`src/design/sfpx_pkg.sv`:
```
`timescale 1ns / 1ps
// ----------------------------------------------------------------------------
// sfpx_pkg
// Shared widths and register indexes of the serial frame parser.
// ----------------------------------------------------------------------------
package sfpx_pkg;

  localparam int BYTE_W   = 8;
  localparam int LEN_W    = 5;
  localparam int IDX_W    = 4;
  localparam int CNT_W    = 16;
  localparam int CFG_IW   = 2;
  localparam int BURST_CAP = 16;

  typedef logic [BYTE_W-1:0] byte_t;
  typedef logic [LEN_W-1:0]  len_t;

  localparam logic [CFG_IW-1:0] REG_START_BYTE   = 2'd0;
  localparam logic [CFG_IW-1:0] REG_HIGHEST_TYPE = 2'd1;
  localparam logic [CFG_IW-1:0] REG_QUERY_TYPE   = 2'd2;
  localparam logic [CFG_IW-1:0] REG_LONGEST_LEN  = 2'd3;

  localparam logic [CNT_W-1:0] CNT_MAX = {CNT_W{1'b1}};

endpackage

```
`src/design/sfpx_payload_ram.sv`:
```
`timescale 1ns / 1ps
// ----------------------------------------------------------------------------
// sfpx_payload_ram
// Payload buffer: one write port and one registered read port.
// ----------------------------------------------------------------------------
module sfpx_payload_ram
  import sfpx_pkg::*;
#(
  parameter int DEPTH = 16,
  parameter int AW    = 4
) (
  input  logic          clk,
  input  logic          wr_en,
  input  logic [AW-1:0] wr_addr,
  input  byte_t         wr_data,
  input  logic          rd_en,
  input  logic [AW-1:0] rd_addr,
  output byte_t         rd_data
);

  byte_t mem [DEPTH];
  byte_t rd_data_r;

  always_ff @(posedge clk) begin
    if (wr_en) begin
      mem[wr_addr] <= wr_data;
    end
    if (rd_en) begin
      rd_data_r <= mem[rd_addr];
    end
  end

  assign rd_data = rd_data_r;

endmodule

```
`src/design/serial_frame_parser_xor_check_core.sv`:
```
`timescale 1ns / 1ps
// ----------------------------------------------------------------------------
// serial_frame_parser_xor_check_core
// Start-byte framed parser with type and length header and XOR checksum.
// ----------------------------------------------------------------------------
// Input bytes are taken while the parser is collecting a frame. On the
// checksum byte the frame is played out as a burst of one transfer per
// payload byte; each result passes through the payload buffer read and then
// the load of the output register, and the next read waits for that load, so
// input is held off until the last buffer read is issued, and longer while
// the result side stalls. The last result may still wait in the output
// register while the next byte is accepted.
module serial_frame_parser_xor_check_core
  import sfpx_pkg::*;
#(
  parameter int MAX_PAYLOAD = 16
) (
  input  logic              clk,
  input  logic              rst_n,
  input  logic              cfg_we,
  input  logic [CFG_IW-1:0] cfg_index,
  input  byte_t             cfg_wdata,
  input  logic              in_valid,
  output logic              in_ready,
  input  byte_t             in_byte,
  output logic              out_valid,
  input  logic              out_ready,
  output byte_t             out_frame_type,
  output len_t              out_frame_length,
  output logic [IDX_W-1:0]  out_byte_index,
  output byte_t             out_payload_byte,
  output logic              out_checksum_ok,
  output logic [CNT_W-1:0]  out_mismatch_total,
  output logic              out_last
);

  localparam int DEPTH = (MAX_PAYLOAD < BURST_CAP) ? MAX_PAYLOAD : BURST_CAP;
  localparam int AW    = (DEPTH > 1) ? $clog2(DEPTH) : 1;
  localparam len_t LEN_CAP = LEN_W'(DEPTH);

  byte_t            start_byte_r, hi_type_r, query_type_r;
  len_t             longest_r;
  logic             in_frame_r;
  byte_t            held_type_r;
  len_t             held_len_r;
  len_t             fill_r;
  byte_t            xor_r;
  logic [CNT_W-1:0] bad_cnt_r;
  logic             ok_r;
  logic             busy_r;
  len_t             rd_idx_r;
  logic             rd_pend_r;
  logic [IDX_W-1:0] pend_idx_r;
  logic             out_valid_r;

  logic             in_xfer;
  logic             rd_issue;
  logic             wr_en;
  byte_t            rd_data;
  len_t             len_lim;
  len_t             rd_idx_nxt;
  logic             chk_ok;

  assign in_ready = !busy_r;
  assign in_xfer  = in_valid && in_ready;
  assign len_lim  = (longest_r < LEN_CAP) ? longest_r : LEN_CAP;
  assign chk_ok   = (in_byte == xor_r);
  assign wr_en    = in_xfer && in_frame_r && (held_type_r != '0) &&
                    (held_len_r != '0) && (fill_r < held_len_r);
  assign rd_issue = busy_r && !rd_pend_r && (!out_valid_r || out_ready);
  assign rd_idx_nxt = rd_idx_r + LEN_W'(1);

  always_ff @(posedge clk) begin
    if (!rst_n) begin
      start_byte_r <= BYTE_W'(43);
      hi_type_r    <= BYTE_W'(3);
      query_type_r <= BYTE_W'(255);
      longest_r    <= LEN_W'(16);
    end else if (cfg_we) begin
      case (cfg_index)
        REG_START_BYTE:   start_byte_r <= cfg_wdata;
        REG_HIGHEST_TYPE: hi_type_r    <= cfg_wdata;
        REG_QUERY_TYPE:   query_type_r <= cfg_wdata;
        REG_LONGEST_LEN:  longest_r    <= cfg_wdata[LEN_W-1:0];
        default: ;
      endcase
    end
  end

  always_ff @(posedge clk) begin
    if (!rst_n) begin
      in_frame_r  <= 1'b0;
      held_type_r <= '0;
      held_len_r  <= '0;
      fill_r      <= '0;
      xor_r       <= '0;
      bad_cnt_r   <= '0;
      ok_r        <= 1'b0;
      busy_r      <= 1'b0;
      rd_idx_r    <= '0;
    end else begin
      if (in_xfer) begin
        if (!in_frame_r) begin
          if (in_byte == start_byte_r) begin
            in_frame_r  <= 1'b1;
            held_type_r <= '0;
            held_len_r  <= '0;
            fill_r      <= '0;
            xor_r       <= in_byte;
          end
        end else if (held_type_r == '0) begin
          if (in_byte > hi_type_r && in_byte != query_type_r) begin
            in_frame_r <= 1'b0;
          end else if (in_byte != '0) begin
            held_type_r <= in_byte;
            xor_r       <= xor_r ^ in_byte;
          end
        end else if (held_len_r == '0) begin
          if (in_byte > BYTE_W'(len_lim)) begin
            in_frame_r <= 1'b0;
          end else if (in_byte != '0) begin
            held_len_r <= in_byte[LEN_W-1:0];
            xor_r      <= xor_r ^ in_byte;
          end
        end else if (fill_r < held_len_r) begin
          fill_r <= fill_r + LEN_W'(1);
          xor_r  <= xor_r ^ in_byte;
        end else begin
          ok_r       <= chk_ok;
          in_frame_r <= 1'b0;
          busy_r     <= 1'b1;
          rd_idx_r   <= '0;
          if (!chk_ok && bad_cnt_r != CNT_MAX) begin
            bad_cnt_r <= bad_cnt_r + CNT_W'(1);
          end
        end
      end
      if (rd_issue) begin
        rd_idx_r <= rd_idx_nxt;
        if (rd_idx_nxt == held_len_r) begin
          busy_r <= 1'b0;
        end
      end
    end
  end

  sfpx_payload_ram #(
    .DEPTH (DEPTH),
    .AW    (AW)
  ) u_ram (
    .clk     (clk),
    .wr_en   (wr_en),
    .wr_addr (fill_r[AW-1:0]),
    .wr_data (in_byte),
    .rd_en   (rd_issue),
    .rd_addr (rd_idx_r[AW-1:0]),
    .rd_data (rd_data)
  );

  always_ff @(posedge clk) begin
    if (!rst_n) begin
      rd_pend_r   <= 1'b0;
      out_valid_r <= 1'b0;
    end else begin
      rd_pend_r <= rd_issue;
      if (rd_pend_r) begin
        out_valid_r <= 1'b1;
      end else if (out_ready) begin
        out_valid_r <= 1'b0;
      end
    end
  end

  always_ff @(posedge clk) begin
    if (rd_issue) begin
      pend_idx_r <= rd_idx_r[IDX_W-1:0];
    end
    if (rd_pend_r) begin
      out_frame_type     <= held_type_r;
      out_frame_length   <= held_len_r;
      out_byte_index     <= pend_idx_r;
      out_payload_byte   <= rd_data;
      out_checksum_ok    <= ok_r;
      out_mismatch_total <= bad_cnt_r;
      out_last           <= ((LEN_W'(pend_idx_r) + LEN_W'(1)) == held_len_r);
    end
  end

  assign out_valid = out_valid_r;

`ifndef SYNTHESIS
  a_pend_out_free: assert property (@(posedge clk) disable iff (!rst_n)
    rd_pend_r |-> !out_valid_r)
    else $error("Buffer read returned while the output register was occupied.");

  a_pend_loads: assert property (@(posedge clk) disable iff (!rst_n)
    rd_pend_r |=> out_valid_r)
    else $error("Buffer read data was not loaded into the output register.");

  a_busy_idle_frame: assert property (@(posedge clk) disable iff (!rst_n)
    busy_r |-> !in_frame_r)
    else $error("Burst in progress while a frame is being collected.");

  a_fill_bound: assert property (@(posedge clk) disable iff (!rst_n)
    (in_frame_r && held_len_r != '0) |-> (fill_r <= held_len_r && held_len_r <= LEN_CAP))
    else $error("Payload fill count ran past the frame length.");

  a_bad_cnt_step: assert property (@(posedge clk) disable iff (!rst_n)
    (rst_n && $past(rst_n) && bad_cnt_r != $past(bad_cnt_r)) |->
      (bad_cnt_r == $past(bad_cnt_r) + CNT_W'(1)))
    else $error("Mismatch count moved by other than one.");
`endif

endmodule
```
`config.mk`:
```
export PLATFORM = sky130hd
export DESIGN_NAME = serial_frame_parser_xor_check_core
export DESIGN_NICKNAME = d
export VERILOG_FILES = /design/src/design/sfpx_pkg.sv /design/src/design/sfpx_payload_ram.sv /design/src/design/serial_frame_parser_xor_check_core.sv
export SDC_FILE = /design/constraint.sdc
export NUM_CORES = 1
export LEC_CHECK = 0
export ABC_AREA = 1
export BUFFER_PORTS_ARGS = -buffer_cell sky130_fd_sc_hd__buf_2
export CORE_MARGIN = 2
export CORE_UTILIZATION = 60
export DETAILED_ROUTE_END_ITERATION = 8
export GPL_ROUTABILITY_DRIVEN = 0
export PLACE_DENSITY = 0.79
export SLEW_MARGIN = 20
export SYNTH_ARGS = -nofsm -noshare
export SYNTH_HDL_FRONTEND = slang
export SYNTH_SLANG_ARGS = --single-unit
```
`constraint.sdc`:
```
create_clock -name clk -period 3.4 [get_ports clk]
set_clock_uncertainty 0.15 [all_clocks]
set_input_delay 0.34 -clock clk [delete_from_list [all_inputs] [get_ports clk]]
set_output_delay 0.34 -clock clk [all_outputs]
set_load 0.1 [all_outputs]
```
# Yosys cells after proc, flatten, opt, wreduce, memory -nomap -nowiden
# Memory sizes are Yosys's and may differ from the RTL's. A register that Yosys moved wholly into a read port is not among the register bits.
# Cells that the tools add are included.
# word_totals
elab_cells	142
out_inout_bits	45
ff_bits	128
inputBits	23
memories	1
ram_bits	128
# classes
muxes	48
add_sub_neg	4
order_cmp	4
n_eq_ne	23
n_bitwise	4
reduce_logical	35
# memory_table
memory	words	word_bits	read_ports	rd_clocked_by_memory_dff	wr	line	source
u_ram.mem	16	8	1	1	1	sfpx_payload_ram.sv:21	byte_t mem [DEPTH];
# op_table
cell	count
$mux 8	13
$mux 5	17
$reduce_and 5->1	5
$mux 1	18
$add 16x1->16 const B	1
$eq 8x8->1	2
$ne 16x16->1 const B	1
$reduce_bool 8->1	2
$ne 2x2->1 const B	7
$reduce_and 6->1	2
$add 5x1->5 const B	2
$eq 5x5->1	2
$logic_and 1x1->1	9
$gt 8x5->1	1
$gt 8x8->1	1
$logic_not 8->1	1
$ne 2x1->1 const B	4
$ne 8x8->1	1
$reduce_and 2->1	4
$reduce_bool 2->1	4
$xor 8x8->8	1
$add 4x1->5 const B	1
$logic_not 5->1	1
$lt 5x5->1	1
other kinds (11)	17

# Depth between registers and ports, before layout
# depth
depth_word	8
mapped_depth	16
depth_no_buf	16

# Hierarchy
# From an unflattened synthesis, not the netlist that was laid out.
# hier_totals
hier_cells	1284
hier_area_um2	11957.7
# modules_own_cells
mod	seq_area_each_um2	instances	cells_per_inst	area_each_um2
serial_frame_parser_xor_check_core	3032.9	1	733	6110.9
sfpx_payload_ram	4083.9	1	551	5846.9

# Worst setup path before layout
# No wires, ideal clock.
# synth_timing
path_kind	reg2reg
startpoint	register busy_r
endpoint	memory u_ram.mem[0][0] in the netlist's numbering (enable)
required_ns	2.880
setup_time_ns	0.370
path_stages_with_launch	6
period_less_slack_ns	2.602
path_buffers	0
arrival_ns	2.082
path_slack_ns	0.798
path_cell_list	dfxtp_1 > inv_1 > nand2_1 > nor4_2 > nand2_1 > nor2_1
# synth_via
elab_chain_cells	8
# synth_lines
element	line	source
start: declaration	serial_frame_parser_xor_check_core.sv:50	logic busy_r;
start signal: assignment	serial_frame_parser_xor_check_core.sv:99	busy_r <= 1'b0;
start signal: assignment	serial_frame_parser_xor_check_core.sv:131	busy_r <= 1'b1;
start signal: assignment	serial_frame_parser_xor_check_core.sv:141	busy_r <= 1'b0;
$logic_not 1->1	serial_frame_parser_xor_check_core.sv:64	assign in_ready = !busy_r;
named net in_ready	serial_frame_parser_xor_check_core.sv:24	output logic in_ready,
$logic_and 1x1->1	serial_frame_parser_xor_check_core.sv:65	assign in_xfer = in_valid && in_ready;
$logic_and 1x1->1 (3 in a row)	serial_frame_parser_xor_check_core.sv:68	assign wr_en = in_xfer && in_frame_r && (held_type_r != '0) &&
$logic_and 1x1->1	serial_frame_parser_xor_check_core.sv:69	(held_len_r != '0) && (fill_r < held_len_r);
$mux 1	sfpx_payload_ram.sv:25	if (wr_en) begin
$mux 1 (not written as such)	sfpx_payload_ram.sv:26	mem[wr_addr] <= wr_data;
end: declaration	sfpx_payload_ram.sv:21	
# The timed path passes the listed nets, and every way through them passes these cells.

# Final worst setup path
# layout_timing
startpoint	register held_len_r[2]
endpoint	memory u_ram.mem[4][7] in the netlist's numbering (enable)
# layout_via
elab_chain_cells	5
elab_cells_between_ends	6
classes_between	order compare: 1; mux: 2; reduce/logical: 3
# layout_lines
element	line	source
start: declaration	serial_frame_parser_xor_check_core.sv:45	len_t held_len_r;
start signal: assignment	serial_frame_parser_xor_check_core.sv:122	held_len_r <= in_byte[LEN_W-1:0];
parallel branches: the longest is 2 deep, another holds $lt 5x5->1	n/a	
$logic_and 1x1->1 (*)	serial_frame_parser_xor_check_core.sv:69	
$mux 1 (*)	sfpx_payload_ram.sv:25	
$mux 1 (not written as such) (*)	sfpx_payload_ram.sv:26	
# Every way passes the cells marked *.

==> out/metrics.yaml <==
power.density_nw_per_um2: 503
cts.sinks: 264
synth.area.mux_share: 0.0276
antenna_cells: 0
grt_first_pass_wirelength_um: 40600
first_pass_iters: 7
synth-xor-area-share: 0.0362
synth_edf_count: 183
core_um2: 18800
crit_type: "reg -> reg"
drt_iter0_markers: 862
ys_seq_area_frac: 0.613
netlist_top_cells_area: "edfxtp_1 (47%), dfxtp_1 (14%), nand2_1 (6.3%)"
synth_fa_ha_area_frac: 0.0259
whs_ns: 0.00233
run_status: "finished, final reports clean"
antenna_found_initial: 0
clock_latency_ns: 0.53
cts-buffers-inserted: 26
finalHoldViolCount: 0
setup_viol: 0
routed_wl_um: 25900
fin_util: 0.696
synthArstFlopShare: 0
synthDistinctLibCells: 40
hold_path_class: "in -> reg"
rsz0062_at_grt: "no"
cp_slowest_cell: "nor2_1"
relSlewSlack: 0.528
cts_buffer_depth: 3
placed_area_um2: 12200
synth_nets: 1160
ys_ff_latch: 264
start_util: 0.617
met1_usage: 0.362
period_minus_slack_ns: 3.09
htreeDepth: 1
finalNetCount: 1229
irDropWorstVdd_v: 0.000404
cp-end-kind: "register"
synth_top_family_by_area: "simple AND/OR/NAND/NOR gates"
netlist_instances: 1113
grt_use_met2: 0.421
cts_root_buffer: "clkbuf_16"
yosysWarnings: 0
rows: 50
path_clk_slew_ns: 0.06
synthSimpleGateAreaFrac: 0.149
avgRoutedWirePerCell_um: 17.8
worst_setup_path_start_kind: "register"
fin_crit_sh: 0.909
ys.flop_type: "edfxtp_1"
max_slew.worst_pin.slew_ns: 0.708
ios: 68
synth_compound_area_frac: 0.0911
leakage_nw: 4.75
path_delay_family: "simple AND/OR/NAND/NOR gates"
avgSynthCellArea_um2: 10.4
area_delta_synth_final_pct: 12.9
max_cap_violations: 0
critPathMaxStageDelay_ns: 0.60
stdcell_area_um2: 13100
path_buf_inv: 2
yosys.area.top_type_share: 0.473
synth_top_area_cell: "edfxtp_1"
drc_errors: 0
portBuffers: 67
grt_max_degree: 61
die_y_um: 143
drtAntennaViolNets: 0
top_usage_layer: "met2"
via_per_inst: 5.65
syn-cell-area_um2: 11600
cts_resized: 0
die_area_um2: 20500
grt_pass1_vias: 7671
cts_tree: "done"
cp_max_fo: 8
p_total_mw: 6.60
worstPathCellList: "inv_1 -> ha_1 -> nand2_1 -> inv_1 -> o21ai_0 -> nand3_1 -> nor4_2 -> nand2_1 -> nor2_1"
use_met3: 0.0409
slew_violations: 0
route.vias.total: 8257
worst-endpoint-required_ns: 3.41
fmax_mhz: 324
drive_above_1_share: 0.129
fp.dieW_um: 143
track_usage: 0.257
arrival_ns: 3.10
grt.overflow.total: 0
hpwl_um: 16700
setup_tns_ns: 0
[registers in the layout, summed over array words and instances (netlist names), 8 cells and up]
name	flops
u_ram.mem	128
hi_type_r	8
bad_cnt_r	16
out_mismatch_total	16
u_ram.rd_data	8
out_frame_type	8
out_payload_byte	8
xor_r	8
start_byte_r	8
held_type_r	8
query_type_r	8
[metrics by stage]
stage / std cells / setup WS (ns)
CTS: 1461 / 0.343
global route: 1461 / 0.0548
global placement: 1406 / 0.533
detailed placement: 1406 / 0.464
floorplan: 1113 / 0.798
finish: 1461 / 0.310
[cells in the final DEF, fill, tap and decap left out, types with 2 or more instances in the layout]
cell           instances
nand2_1              195
edfxtp_1             183
inv_1                101
nor2_1                89
a21oi_1               82
dfxtp_1               79
o21ai_0               69
buf_2                 67
nand3_1               54
o211ai_1              36
mux2i_1               32
clkbuf_16             27
xnor2_1               25
ha_1                  24
xor2_1                23
nand4_1               20
buf_4                 13
clkinv_2               8
dlygate4sd3_1          8
clkinv_1               7
nor2_2                 7
inv_2                  6
nor3_1                 6
or2_2                  4
bufinv_16              4
nand2_2                3
clkbuf_1               3
nor3_2                 2
o21ai_1                2
nor2_4                 2
nor4_1                 2
nand3b_1               2
nand3_2                2
[path summary, 6_finish.rpt]
check,depth (start not counted),end,slack [ns],start
setup / recovery,9,u_ram.mem[4][7],0.31,held_len_r[2]
hold / removal,4,out_valid,0.002,out_ready
setup reg to reg,9,u_ram.mem[4][7],0.31,held_len_r[2]
hold reg to reg,0,out_payload_byte[5],0.27,u_ram.rd_data[5]
[cell families after synthesis]
family / after synthesis
simple gates: 393
flops: 264
compound gates: 192
buf+inv: 160
xor+xnor: 48
mux: 32
fa+ha+maj: 24
[final cells by class]
class | instances | area, um^2
clock buffer | 31 | 701
clock inverter | 16 | 181
fill | 1347 | 5720
inverter | 112 | 423
multi-input combinational | 689 | 3830
sequential | 264 | 7120
tap | 260 | 325
timing repair buffer | 89 | 533
[what timing repair did]
item | 4_1_cts | 5_1_grt
buffers inserted | 0 | 0
hold endpoints to repair | 21 | 0
hold buffers | 8 | 0
[worst min-delay path: cells and delay by family]
family | cells | cell delay, ns
compound gates | 1 | 0.08
buf+inv | 2 | 0.10
simple gates | 1 | 0.09
[synthesized netlist by cell type, drive strengths merged (5+ instances only)]
cell type  number
nand2         199
edfxtp        183
inv           107
nor2           98
a21oi          82
dfxtp          81
o21ai          71
nand3          57
o211ai         36
mux2i          32
clkbuf         28
xnor2          25
ha             24
xor2           23
nand4          21
buf            20
nor3            8
clkinv          5
or2             5
[power breakdown]
group / switching, mW / internal [mW]
Combinational: 0.149 / 0.0704
Clock: 1.16 / 1.77
Sequential: 0.00957 / 3.44
Total: 1.32 / 5.27
[metal layers]
layer  wire [um]  vias to the layer above  share of wire
met5           0                        -              0
met4         454                        0          0.017
met3        2160                       39          0.083
met2       12200                      371           0.47
met1       11100                     3899           0.43
li1            -                     3948              -
Power figures use the tool's default switching activity.
